## src/sv/msm_pkg.sv

```systemverilog
// ----------------------------------------------------------------------------
// msm_pkg
// Shared types and constants for the mecanum chassis speed mixer.
// ----------------------------------------------------------------------------
`default_nettype none

package msm_pkg;

  localparam int STICK_W    = 11;
  localparam int KEY_BITS_W = 16;
  localparam int YAW_W      = 13;
  localparam int CENTER_W   = 11;
  localparam int LIMIT_W    = 15;
  localparam int STEP_W     = 10;
  localparam int GEAR_W     = 3;
  localparam int STEP_PROD_W = STEP_W + GEAR_W;
  localparam int CFG_IDX_W  = 3;
  localparam int CFG_DATA_W = 15;
  localparam int WHEEL_W    = 16;
  localparam int FOLLOW_W   = 11;

  localparam int FOLLOW_DEADBAND = 15;
  localparam int FOLLOW_LIMIT    = 900;

  localparam logic [KEY_BITS_W-1:0] KEY_MASK  = 16'h00ff;
  localparam logic [KEY_BITS_W-1:0] KEY_UP    = 16'h0001;
  localparam logic [KEY_BITS_W-1:0] KEY_DOWN  = 16'h0002;
  localparam logic [KEY_BITS_W-1:0] KEY_LEFT  = 16'h0004;
  localparam logic [KEY_BITS_W-1:0] KEY_RIGHT = 16'h0008;

  localparam logic [CENTER_W-1:0] CENTER_RST = 11'd1024;
  localparam logic [LIMIT_W-1:0]  LIMIT_RST  = 15'd4000;
  localparam logic [STEP_W-1:0]   STEP_RST   = 10'd660;
  localparam logic [STEP_W-1:0]   DIAG_RST   = 10'd330;
  localparam logic [YAW_W-1:0]    YAW_RST    = 13'd4096;
  localparam logic [GEAR_W-1:0]   GEAR_RST   = 3'd1;

  typedef enum logic [1:0] {
    MODE_PREPARE = 2'd0,
    MODE_STICK   = 2'd1,
    MODE_KEY     = 2'd2,
    MODE_STANDBY = 2'd3
  } mode_t;

  typedef enum logic [CFG_IDX_W-1:0] {
    CFG_CENTER = 3'd0,
    CFG_LIMIT  = 3'd1,
    CFG_STEP   = 3'd2,
    CFG_DIAG   = 3'd3,
    CFG_YAW    = 3'd4,
    CFG_GEAR   = 3'd5
  } cfg_idx_t;

  typedef struct packed {
    logic [CENTER_W-1:0]    center;
    logic [LIMIT_W-1:0]     limit;
    logic [YAW_W-1:0]       yaw_center;
    logic [STEP_PROD_W-1:0] step;
    logic [STEP_PROD_W-1:0] diag;
  } cfg_t;

  typedef struct packed {
    mode_t                 mode;
    logic [STICK_W-1:0]    stick_x;
    logic [STICK_W-1:0]    stick_y;
    logic [KEY_BITS_W-1:0] key_bits;
    logic [YAW_W-1:0]      yaw;
  } item_t;

  typedef struct packed {
    logic                       active;
    logic signed [WHEEL_W-1:0]  tgt_a;
    logic signed [WHEEL_W-1:0]  tgt_b;
    logic signed [WHEEL_W-1:0]  tgt_c;
    logic signed [WHEEL_W-1:0]  tgt_d;
    logic signed [FOLLOW_W-1:0] follow;
  } tgt_t;

endpackage

`default_nettype wire

```

## src/sv/msm_cfg.sv

```systemverilog
// ----------------------------------------------------------------------------
// msm_cfg
// Configuration registers with registered key step products.
// ----------------------------------------------------------------------------
`default_nettype none

module msm_cfg
  import msm_pkg::*;
(
  input  wire logic                  clk,
  input  wire logic                  rst_n,
  input  wire logic                  cfg_wr_en,
  input  wire logic [CFG_IDX_W-1:0]  cfg_index,
  input  wire logic [CFG_DATA_W-1:0] cfg_data,
  output cfg_t                       cfg
);

  logic [CENTER_W-1:0]    center_r;
  logic [LIMIT_W-1:0]     limit_r;
  logic [STEP_W-1:0]      step_r;
  logic [STEP_W-1:0]      diag_r;
  logic [YAW_W-1:0]       yaw_r;
  logic [GEAR_W-1:0]      gear_r;
  logic [STEP_PROD_W-1:0] step_prod_r;
  logic [STEP_PROD_W-1:0] diag_prod_r;

  always_ff @(posedge clk) begin
    if (!rst_n) begin
      center_r <= CENTER_RST;
      limit_r  <= LIMIT_RST;
      step_r   <= STEP_RST;
      diag_r   <= DIAG_RST;
      yaw_r    <= YAW_RST;
      gear_r   <= GEAR_RST;
    end else if (cfg_wr_en) begin
      case (cfg_idx_t'(cfg_index))
        CFG_CENTER: center_r <= cfg_data[CENTER_W-1:0];
        CFG_LIMIT:  limit_r  <= cfg_data[LIMIT_W-1:0];
        CFG_STEP:   step_r   <= cfg_data[STEP_W-1:0];
        CFG_DIAG:   diag_r   <= cfg_data[STEP_W-1:0];
        CFG_YAW:    yaw_r    <= cfg_data[YAW_W-1:0];
        CFG_GEAR:   gear_r   <= cfg_data[GEAR_W-1:0];
        default: ;
      endcase
    end
  end

  // gear scaled offsets
  always_ff @(posedge clk) begin
    step_prod_r <= STEP_PROD_W'(gear_r) * STEP_PROD_W'(step_r);
    diag_prod_r <= STEP_PROD_W'(gear_r) * STEP_PROD_W'(diag_r);
  end

  assign cfg.center     = center_r;
  assign cfg.limit      = limit_r;
  assign cfg.yaw_center = yaw_r;
  assign cfg.step       = step_prod_r;
  assign cfg.diag       = diag_prod_r;

endmodule

`default_nettype wire

```

## src/sv/msm_target.sv

```systemverilog
// ----------------------------------------------------------------------------
// msm_target
// Follow term, stick or key offsets, 1.6 scaling and mecanum wheel targets.
// ----------------------------------------------------------------------------
`default_nettype none

module msm_target
  import msm_pkg::*;
(
  input  wire item_t item,
  input  wire cfg_t  cfg,
  output tgt_t       tgt
);

  localparam int DELTA_W    = 14;
  localparam int AXIS_W     = 15;
  localparam int AXIS_MAG_W = 14;
  localparam int DIV5_SHIFT = 18;
  localparam logic [15:0] DIV5_MUL = 16'd52429;

  // trunc(d * 8 / 5)
  function automatic logic signed [AXIS_W-1:0] scale_axis(
    input logic signed [DELTA_W-1:0] d
  );
    logic [DELTA_W-1:0]    mag;
    logic [15:0]           n;
    logic [31:0]           prod;
    logic [AXIS_MAG_W-1:0] q;
    logic signed [AXIS_W-1:0] qs;
    mag  = d[DELTA_W-1] ? unsigned'(-d) : unsigned'(d);
    n    = {mag[DELTA_W-2:0], 3'b000};
    prod = n * DIV5_MUL;
    q    = prod[DIV5_SHIFT +: AXIS_MAG_W];
    qs   = signed'({1'b0, q});
    return d[DELTA_W-1] ? -qs : qs;
  endfunction

  function automatic logic signed [FOLLOW_W-1:0] follow_of(
    input logic [YAW_W-1:0] yaw,
    input logic [YAW_W-1:0] center
  );
    logic signed [DELTA_W-1:0] err;
    logic signed [15:0]        e16;
    logic signed [15:0]        v;
    logic signed [15:0]        half;
    logic signed [15:0]        f;
    err  = signed'({1'b0, yaw}) - signed'({1'b0, center});
    e16  = 16'(err);
    v    = -(e16 + (e16 <<< 1));
    half = v[15] ? ((v + 16'sd1) >>> 1) : (v >>> 1);
    if (half < FOLLOW_DEADBAND && half > -FOLLOW_DEADBAND) begin
      f = '0;
    end else if (half > FOLLOW_LIMIT) begin
      f = 16'(FOLLOW_LIMIT);
    end else if (half < -FOLLOW_LIMIT) begin
      f = 16'(-FOLLOW_LIMIT);
    end else begin
      f = half;
    end
    return FOLLOW_W'(f);
  endfunction

  logic signed [DELTA_W-1:0]  dx;
  logic signed [DELTA_W-1:0]  dy;
  logic signed [DELTA_W-1:0]  s;
  logic signed [DELTA_W-1:0]  h;
  logic signed [AXIS_W-1:0]   x;
  logic signed [AXIS_W-1:0]   y;
  logic signed [WHEEL_W-1:0]  x16;
  logic signed [WHEEL_W-1:0]  y16;
  logic signed [WHEEL_W-1:0]  f16;
  logic signed [FOLLOW_W-1:0] f;
  logic                       active;

  always_comb begin
    dx     = '0;
    dy     = '0;
    active = 1'b0;
    s      = signed'({1'b0, cfg.step});
    h      = signed'({1'b0, cfg.diag});
    case (item.mode)
      MODE_STICK: begin
        active = 1'b1;
        dx = signed'({3'b000, item.stick_x}) - signed'({3'b000, cfg.center});
        dy = signed'({3'b000, item.stick_y}) - signed'({3'b000, cfg.center});
      end
      MODE_KEY: begin
        active = 1'b1;
        case (item.key_bits & KEY_MASK)
          KEY_UP | KEY_LEFT: begin
            dx = -h;
            dy = h;
          end
          KEY_UP | KEY_RIGHT: begin
            dx = h;
            dy = h;
          end
          KEY_DOWN | KEY_LEFT: begin
            dx = -h;
            dy = -h;
          end
          KEY_DOWN | KEY_RIGHT: begin
            dx = h;
            dy = -h;
          end
          KEY_UP:    dy = s;
          KEY_DOWN:  dy = -s;
          KEY_LEFT:  dx = -s;
          KEY_RIGHT: dx = s;
          default: ;
        endcase
      end
      default: ;
    endcase
  end

  assign f   = active ? follow_of(item.yaw, cfg.yaw_center) : '0;
  assign x   = scale_axis(dx);
  assign y   = scale_axis(dy);
  assign x16 = WHEEL_W'(x);
  assign y16 = WHEEL_W'(y);
  assign f16 = WHEEL_W'(f);

  assign tgt.active = active;
  assign tgt.tgt_a  = -x16 + y16 + f16;
  assign tgt.tgt_b  = x16 + y16 + f16;
  assign tgt.tgt_c  = x16 - y16 + f16;
  assign tgt.tgt_d  = -x16 - y16 + f16;
  assign tgt.follow = f;

endmodule

`default_nettype wire

```

## src/sv/msm_lane.sv

```systemverilog
// ----------------------------------------------------------------------------
// msm_lane
// One wheel low-pass filter, 0.7 old + 0.3 target, with symmetric clamp.
// ----------------------------------------------------------------------------
`default_nettype none

module msm_lane
  import msm_pkg::*;
(
  input  wire logic                       clk,
  input  wire logic                       rst_n,
  input  wire logic                       upd,
  input  wire logic signed [WHEEL_W-1:0]  target,
  input  wire logic [LIMIT_W-1:0]         limit,
  output logic signed [WHEEL_W-1:0]       filt,
  output logic signed [WHEEL_W-1:0]       filt_nxt
);

  localparam int ACC_W       = 20;
  localparam int MAG_W       = 19;
  localparam int PROD_W      = 38;
  localparam int DIV10_SHIFT = 22;
  localparam logic [MAG_W-1:0] DIV10_MUL = 19'd419431;

  logic signed [WHEEL_W-1:0] filt_r;
  logic signed [ACC_W-1:0]   old_x;
  logic signed [ACC_W-1:0]   tgt_x;
  logic signed [ACC_W-1:0]   acc;
  logic [MAG_W-1:0]          mag;
  logic [PROD_W-1:0]         prod;
  logic [WHEEL_W-1:0]        q;
  logic signed [WHEEL_W:0]   qs;
  logic signed [WHEEL_W:0]   v;
  logic signed [WHEEL_W:0]   lim_s;
  logic signed [WHEEL_W:0]   vc;

  always_comb begin
    old_x = ACC_W'(filt_r);
    tgt_x = ACC_W'(target);
    acc   = (old_x <<< 3) - old_x + (tgt_x <<< 1) + tgt_x;
    mag   = acc[ACC_W-1] ? MAG_W'(-acc) : MAG_W'(acc);
    prod  = mag * DIV10_MUL;
    q     = prod[DIV10_SHIFT +: WHEEL_W];
    qs    = signed'({1'b0, q});
    v     = acc[ACC_W-1] ? -qs : qs;
    lim_s = signed'({2'b00, limit});
    if (v > lim_s) begin
      vc = lim_s;
    end else if (v < -lim_s) begin
      vc = -lim_s;
    end else begin
      vc = v;
    end
    filt_nxt = WHEEL_W'(vc);
  end

  always_ff @(posedge clk) begin
    if (!rst_n) begin
      filt_r <= '0;
    end else if (upd) begin
      filt_r <= filt_nxt;
    end
  end

  assign filt = filt_r;

endmodule

`default_nettype wire

```

## src/sv/mecanum_chassis_speed_mixer_unit.sv

```systemverilog
// ----------------------------------------------------------------------------
// mecanum_chassis_speed_mixer_unit
// Mecanum wheel mixer with follow term and per-wheel low-pass filter.
// ----------------------------------------------------------------------------
// path: a request moves through the request, wheel target and result registers
// throughput: one request per cycle while the result path is not stalled;
//   each lane's filter state loads in the same cycle as the result register
// reset: synchronous, clears all valid flags and the four filter states,
//   and restores the register defaults
`default_nettype none

module mecanum_chassis_speed_mixer_unit
  import msm_pkg::*;
(
  input  wire logic                   clk,
  input  wire logic                   rst_n,
  input  wire logic                   in_valid,
  output logic                        in_ready,
  input  wire logic [1:0]             in_mode,
  input  wire logic [STICK_W-1:0]     in_stick_x,
  input  wire logic [STICK_W-1:0]     in_stick_y,
  input  wire logic [KEY_BITS_W-1:0]  in_key_bits,
  input  wire logic [YAW_W-1:0]       in_yaw_position,
  output logic                        out_valid,
  input  wire logic                   out_ready,
  output logic signed [WHEEL_W-1:0]   out_wheel_a,
  output logic signed [WHEEL_W-1:0]   out_wheel_b,
  output logic signed [WHEEL_W-1:0]   out_wheel_c,
  output logic signed [WHEEL_W-1:0]   out_wheel_d,
  output logic signed [FOLLOW_W-1:0]  out_follow_value,
  input  wire logic                   cfg_wr_en,
  input  wire logic [CFG_IDX_W-1:0]   cfg_index,
  input  wire logic [CFG_DATA_W-1:0]  cfg_data
);

  cfg_t  cfg;
  item_t item1_r;
  tgt_t  tgt;
  tgt_t  tgt2_r;
  logic  v1_r;
  logic  v2_r;
  logic  v3_r;
  logic  act3_r;
  logic  en1;
  logic  en2;
  logic  en3;
  logic  upd;

  logic signed [WHEEL_W-1:0]  filt_a;
  logic signed [WHEEL_W-1:0]  filt_b;
  logic signed [WHEEL_W-1:0]  filt_c;
  logic signed [WHEEL_W-1:0]  filt_d;
  logic signed [WHEEL_W-1:0]  nxt_a;
  logic signed [WHEEL_W-1:0]  nxt_b;
  logic signed [WHEEL_W-1:0]  nxt_c;
  logic signed [WHEEL_W-1:0]  nxt_d;
  logic signed [WHEEL_W-1:0]  wheel_a_r;
  logic signed [WHEEL_W-1:0]  wheel_b_r;
  logic signed [WHEEL_W-1:0]  wheel_c_r;
  logic signed [WHEEL_W-1:0]  wheel_d_r;
  logic signed [FOLLOW_W-1:0] follow_r;

  msm_cfg u_cfg (
    .clk       (clk),
    .rst_n     (rst_n),
    .cfg_wr_en (cfg_wr_en),
    .cfg_index (cfg_index),
    .cfg_data  (cfg_data),
    .cfg       (cfg)
  );

  assign en3      = !v3_r || out_ready;
  assign en2      = !v2_r || en3;
  assign en1      = !v1_r || en2;
  assign in_ready = en1;
  assign upd      = en3 && v2_r && tgt2_r.active;

  // stage 1: request register
  always_ff @(posedge clk) begin
    if (!rst_n) begin
      v1_r <= 1'b0;
    end else if (en1) begin
      v1_r <= in_valid;
    end
  end

  always_ff @(posedge clk) begin
    if (en1 && in_valid) begin
      item1_r.mode     <= mode_t'(in_mode);
      item1_r.stick_x  <= in_stick_x;
      item1_r.stick_y  <= in_stick_y;
      item1_r.key_bits <= in_key_bits;
      item1_r.yaw      <= in_yaw_position;
    end
  end

  msm_target u_target (
    .item (item1_r),
    .cfg  (cfg),
    .tgt  (tgt)
  );

  // stage 2: wheel targets
  always_ff @(posedge clk) begin
    if (!rst_n) begin
      v2_r <= 1'b0;
    end else if (en2) begin
      v2_r <= v1_r;
    end
  end

  always_ff @(posedge clk) begin
    if (en2 && v1_r) begin
      tgt2_r <= tgt;
    end
  end

  msm_lane u_lane_a (
    .clk      (clk),
    .rst_n    (rst_n),
    .upd      (upd),
    .target   (tgt2_r.tgt_a),
    .limit    (cfg.limit),
    .filt     (filt_a),
    .filt_nxt (nxt_a)
  );

  msm_lane u_lane_b (
    .clk      (clk),
    .rst_n    (rst_n),
    .upd      (upd),
    .target   (tgt2_r.tgt_b),
    .limit    (cfg.limit),
    .filt     (filt_b),
    .filt_nxt (nxt_b)
  );

  msm_lane u_lane_c (
    .clk      (clk),
    .rst_n    (rst_n),
    .upd      (upd),
    .target   (tgt2_r.tgt_c),
    .limit    (cfg.limit),
    .filt     (filt_c),
    .filt_nxt (nxt_c)
  );

  msm_lane u_lane_d (
    .clk      (clk),
    .rst_n    (rst_n),
    .upd      (upd),
    .target   (tgt2_r.tgt_d),
    .limit    (cfg.limit),
    .filt     (filt_d),
    .filt_nxt (nxt_d)
  );

  // stage 3: result register
  always_ff @(posedge clk) begin
    if (!rst_n) begin
      v3_r <= 1'b0;
    end else if (en3) begin
      v3_r <= v2_r;
    end
  end

  always_ff @(posedge clk) begin
    if (en3 && v2_r) begin
      act3_r    <= tgt2_r.active;
      wheel_a_r <= tgt2_r.active ? nxt_a : '0;
      wheel_b_r <= tgt2_r.active ? nxt_b : '0;
      wheel_c_r <= tgt2_r.active ? nxt_c : '0;
      wheel_d_r <= tgt2_r.active ? nxt_d : '0;
      follow_r  <= tgt2_r.follow;
    end
  end

  assign out_valid        = v3_r;
  assign out_wheel_a      = wheel_a_r;
  assign out_wheel_b      = wheel_b_r;
  assign out_wheel_c      = wheel_c_r;
  assign out_wheel_d      = wheel_d_r;
  assign out_follow_value = follow_r;

  a_idle_zero : assert property (@(posedge clk) disable iff (!rst_n)
    out_valid && !act3_r |-> out_wheel_a == '0 && out_wheel_b == '0 &&
      out_wheel_c == '0 && out_wheel_d == '0 && out_follow_value == '0)
    else $error("idle mode result not zero");

  a_state_hold : assert property (@(posedge clk) disable iff (!rst_n)
    !upd |=> $stable(filt_a) && $stable(filt_b) && $stable(filt_c) &&
      $stable(filt_d))
    else $error("filter state moved without an active request");

  a_follow_range : assert property (@(posedge clk) disable iff (!rst_n)
    out_valid |-> out_follow_value <= 11'sd900 && out_follow_value >= -11'sd900 &&
      (out_follow_value == '0 || out_follow_value >= 11'sd15 ||
       out_follow_value <= -11'sd15))
    else $error("follow term out of range or inside deadband");

  a_ready_free : assert property (@(posedge clk) disable iff (!rst_n)
    !out_valid |-> in_ready)
    else $error("input stalled with empty result register");

endmodule

`default_nettype wire

```

## config.mk

```make
export PLATFORM = sky130hd
export DESIGN_NAME = mecanum_chassis_speed_mixer_unit
export DESIGN_NICKNAME = d
export VERILOG_FILES = /design/src/sv/msm_pkg.sv /design/src/sv/msm_cfg.sv /design/src/sv/msm_target.sv /design/src/sv/msm_lane.sv /design/src/sv/mecanum_chassis_speed_mixer_unit.sv
export SDC_FILE = /design/constraint.sdc
export NUM_CORES = 2
export LEC_CHECK = 0
export BUFFER_PORTS_ARGS = -buffer_cell sky130_fd_sc_hd__clkbuf_2
export CELL_PAD_IN_SITES_DETAIL_PLACEMENT = 0
export CELL_PAD_IN_SITES_GLOBAL_PLACEMENT = 1
export CORE_ASPECT_RATIO = 0.9
export CORE_MARGIN = 2
export CORE_UTILIZATION = 26
export DETAILED_ROUTE_END_ITERATION = 16
export GPL_TIMING_DRIVEN = 0
export PLACE_DENSITY = 0.47
export SLEW_MARGIN = 10
export SYNTH_ARGS = -nofsm -noshare
export SYNTH_HDL_FRONTEND = slang
export SYNTH_HIERARCHICAL = 1
export SYNTH_SLANG_ARGS = --single-unit
```

## constraint.sdc

```tcl
create_clock -name clk -period 17.4 [get_ports clk]
set_input_delay 0.87 -clock clk [delete_from_list [all_inputs] [get_ports clk]]
set_output_delay 0.87 -clock clk [all_outputs]
set_load 0.05 [all_outputs]
```

==> summary.txt <==
Critical path
  – R2r startpoint: tgt2_r[23]
  – WP buf/inv: 11
  – Setup slack, reg-to-reg: about 1.1 ns
  – CP Max Fanout: 10
  – Worst reg2reg path endpoint: out_wheel_d[13]
  – Slowest cell on the critical path: a2111oi_0
  – Crit-path leading delay family: adder cells
  – Crit path capture: out_wheel_d[13]
  – CP required: about 18 ns
  – Startpoint types: register
  – Max incr delay on CP: 1.10 ns
  – CP endpoint kind: register
  – Crit path depth: 49
  – Worst Setup SP: tgt2_r[23]
  – Worst EP arrival: 16.81 ns
  – Most frequent CP cell: fa_1
  – R2R cell count: 49
  – WS Path Type: register to register

Final layout
  – Most frequent cells in the layout: inv_1 (1869), ha_1 (1175), fa_1 (834), nand2_1 (557), a21oi_1 (423)
  – Design Area, Final: about 83000 sq um
  – Most common cell after layout, fill and taps aside: inv_1
  – Final nets: 10900
  – Share of layout cells above drive strength 1: around 5.7%
  – Area grow syn2layout: 10.2%

Outcome
  – Outcome: finished clean

GRT
  – Initial antenna violation count: 16
  – Pin count of the biggest net entering global routing: between 40 and 50
  – Tot GR Track Use: ~18%
  – GRT Residual Overflow: 0
  – First-pass GRT wire length: a little under 400 mm
  – Number of global-route vias before repair: 61800

Clock network
  – Post-CTS setup buffers: 0
  – Clock-pin transition on the worst setup and hold timing paths: approximately 0.060 ns
  – Root buffer cell: clkbuf_16
  – Htree depth: 2
  – Total clock sinks: 351
  – CTS tree: yes
  – Clock Latency Late Sink: roughly 0.70 ns
  – Maximum clock path buffer count: 3
  – Total CTS buffers: 47

Drt
  – Final ANT Viol Nets: 0
  – WL final: 260 mm
  – Vias per std cell: 4.69
  – Routed len/inst: 20.4 um
  – Number of detailed-route iterations in the first pass: 6
  – Vias post-DR: 60000
  – Drc violations: 0
  – Initial DRC count: roughly 3500

Floorplan
  – Placement Rows: about 190
  – Initial Utilization: 26.1%
  – Die Ht: about 500 um
  – Core ar.: just under 300000 sq um
  – Overall die width: 571 um
  – Full die area: slightly below 300000 sq um
  – IO Pins: about 150

Placement
  – Port-buffer cells: 144
  – Placement Cell Area: 81300 sq um
  – GPL Wtd Cong: approximately 0.86
  – DP Wirelength: 227 mm

STA
  – Final setup viols: 0
  – Pins Over Slew Limit: 0
  – Slew @ Worst Pin: 1.28 ns
  – Achievable frequency: roughly 61 MHz
  – Tcrit/Tclk final: a little over nine tenths
  – Min Tclk post-route: roughly 16 ns
  – Worst Skew: between 0.05 and 0.06 ns
  – Final hold vios: 0
  – Rel. slew slack: between 10% and 20%

Min path
  – Worst hold path type: primary input to register
  – Worst hold path cell count: 1

Synth
  – Syn Std Cell Area: about 75000 sq um
  – Cells after Synth: between 8000 and 9000
  – Syn nets: approximately 11000
  – Synth warn: 6
  – Syn_area_per_cell: 8.70 sq um

Flow run
  – MaxCap Viol Count: 0
-- per-layer routing --
| layer | vias up | routed length (um) | track usage [%] |
|---|---|---|---|
| met5 | - | 0 | 0 |
| met4 | 0 | 3400 | 2.31 |
| met2 | 1007 | 113000 | 27.7 |
| met1 | 29500 | 134000 | 26.3 |
| met3 | 138 | 10200 | 2.14 |
| li1 | 29400 | - | - |
-- how the worst min path moves through the flow --
stage,start,to
floorplan,tgt2_r[0],out_follow_value[0]
global placement,tgt2_r[0],out_follow_value[0]
CTS,in_yaw_position[0],item1_r[0]
global route,in_yaw_position[0],item1_r[0]
detailed placement,tgt2_r[1],out_follow_value[1]
finish,in_key_bits[4],item1_r[17]
-- layout make-up --
cell class	instances	area [sq um]
fill	31100	205000
inverter	1871	7020
sequential	351	9010
clock inverter	18	220
multi-input combinational	6237	58400
clock buffer	69	1340
tap	3874	4850
antenna	6	15.0
buffer	190	922
timing repair buffer	165	1140
-- per-stage QoR --
| stage | hold WS [ns] | utilization, % | setup TNS, ns | std cells | setup slack [ns] |
|---|---|---|---|---|---|
| after floorplan | 0.400 | - | 0 | 8649 | 4.26 |
| after global placement | 0.403 | 28.0 | -0.305 | 12700 | -0.210 |
| after detailed placement | 0.406 | 28.2 | 0 | 12700 | 0.381 |
| after CTS | 0.276 | 28.7 | 0 | 12800 | 0.277 |
| after global routing | 0.294 | 28.8 | -0.00414 | 12800 | -0.00414 |
| final | 0.349 | 28.8 | 0 | 12800 | 1.07 |
-- state kept, by name (all words and copies together), names as in the netlist --
name and flops:
out_wheel_c 16, u_lane_b/filt 16, u_cfg/limit_r 15, u_lane_d/filt 16, v2_r 1, u_cfg/center_r 11
tgt2_r 76, out_wheel_b 16, v1_r 1, out_wheel_a 16, u_cfg/diag_prod_r 13, item1_r 45
u_cfg/step_r 10, out_wheel_d 16, u_cfg/gear_r 3, out_valid 1, u_lane_a/filt 16, u_cfg/diag_r 10
u_lane_c/filt 16, out_follow_value 11, u_cfg/yaw_r 13, u_cfg/step_prod_r 13
-- worst reg2reg max path: cells and delay by family, from the launching register on --
| kind | cells | cell delay [ns] |
|---|---|---|
| AOI/OAI and AO/OA | 12 | 3.93 |
| xor gates and xnor gates | 3 | 1.16 |
| adders and majority gates | 11 | 4.91 |
| buffers and inverters | 11 | 1.82 |
| DFF | 1 | 0.52 |
| muxes | 1 | 0.30 |
| and+or+nand+nor | 11 | 3.48 |
-- repair_timing --
| item | CTS | global route |
|---|---|---|
| hold buffers | 0 | 0 |
| endpoints found under the setup margin | 0 | 27 |
| resized for setup | 0 | 7 |
Power is not shown: default switching activity piles up to over one toggle a cycle in this logic, so the estimate is an artifact.
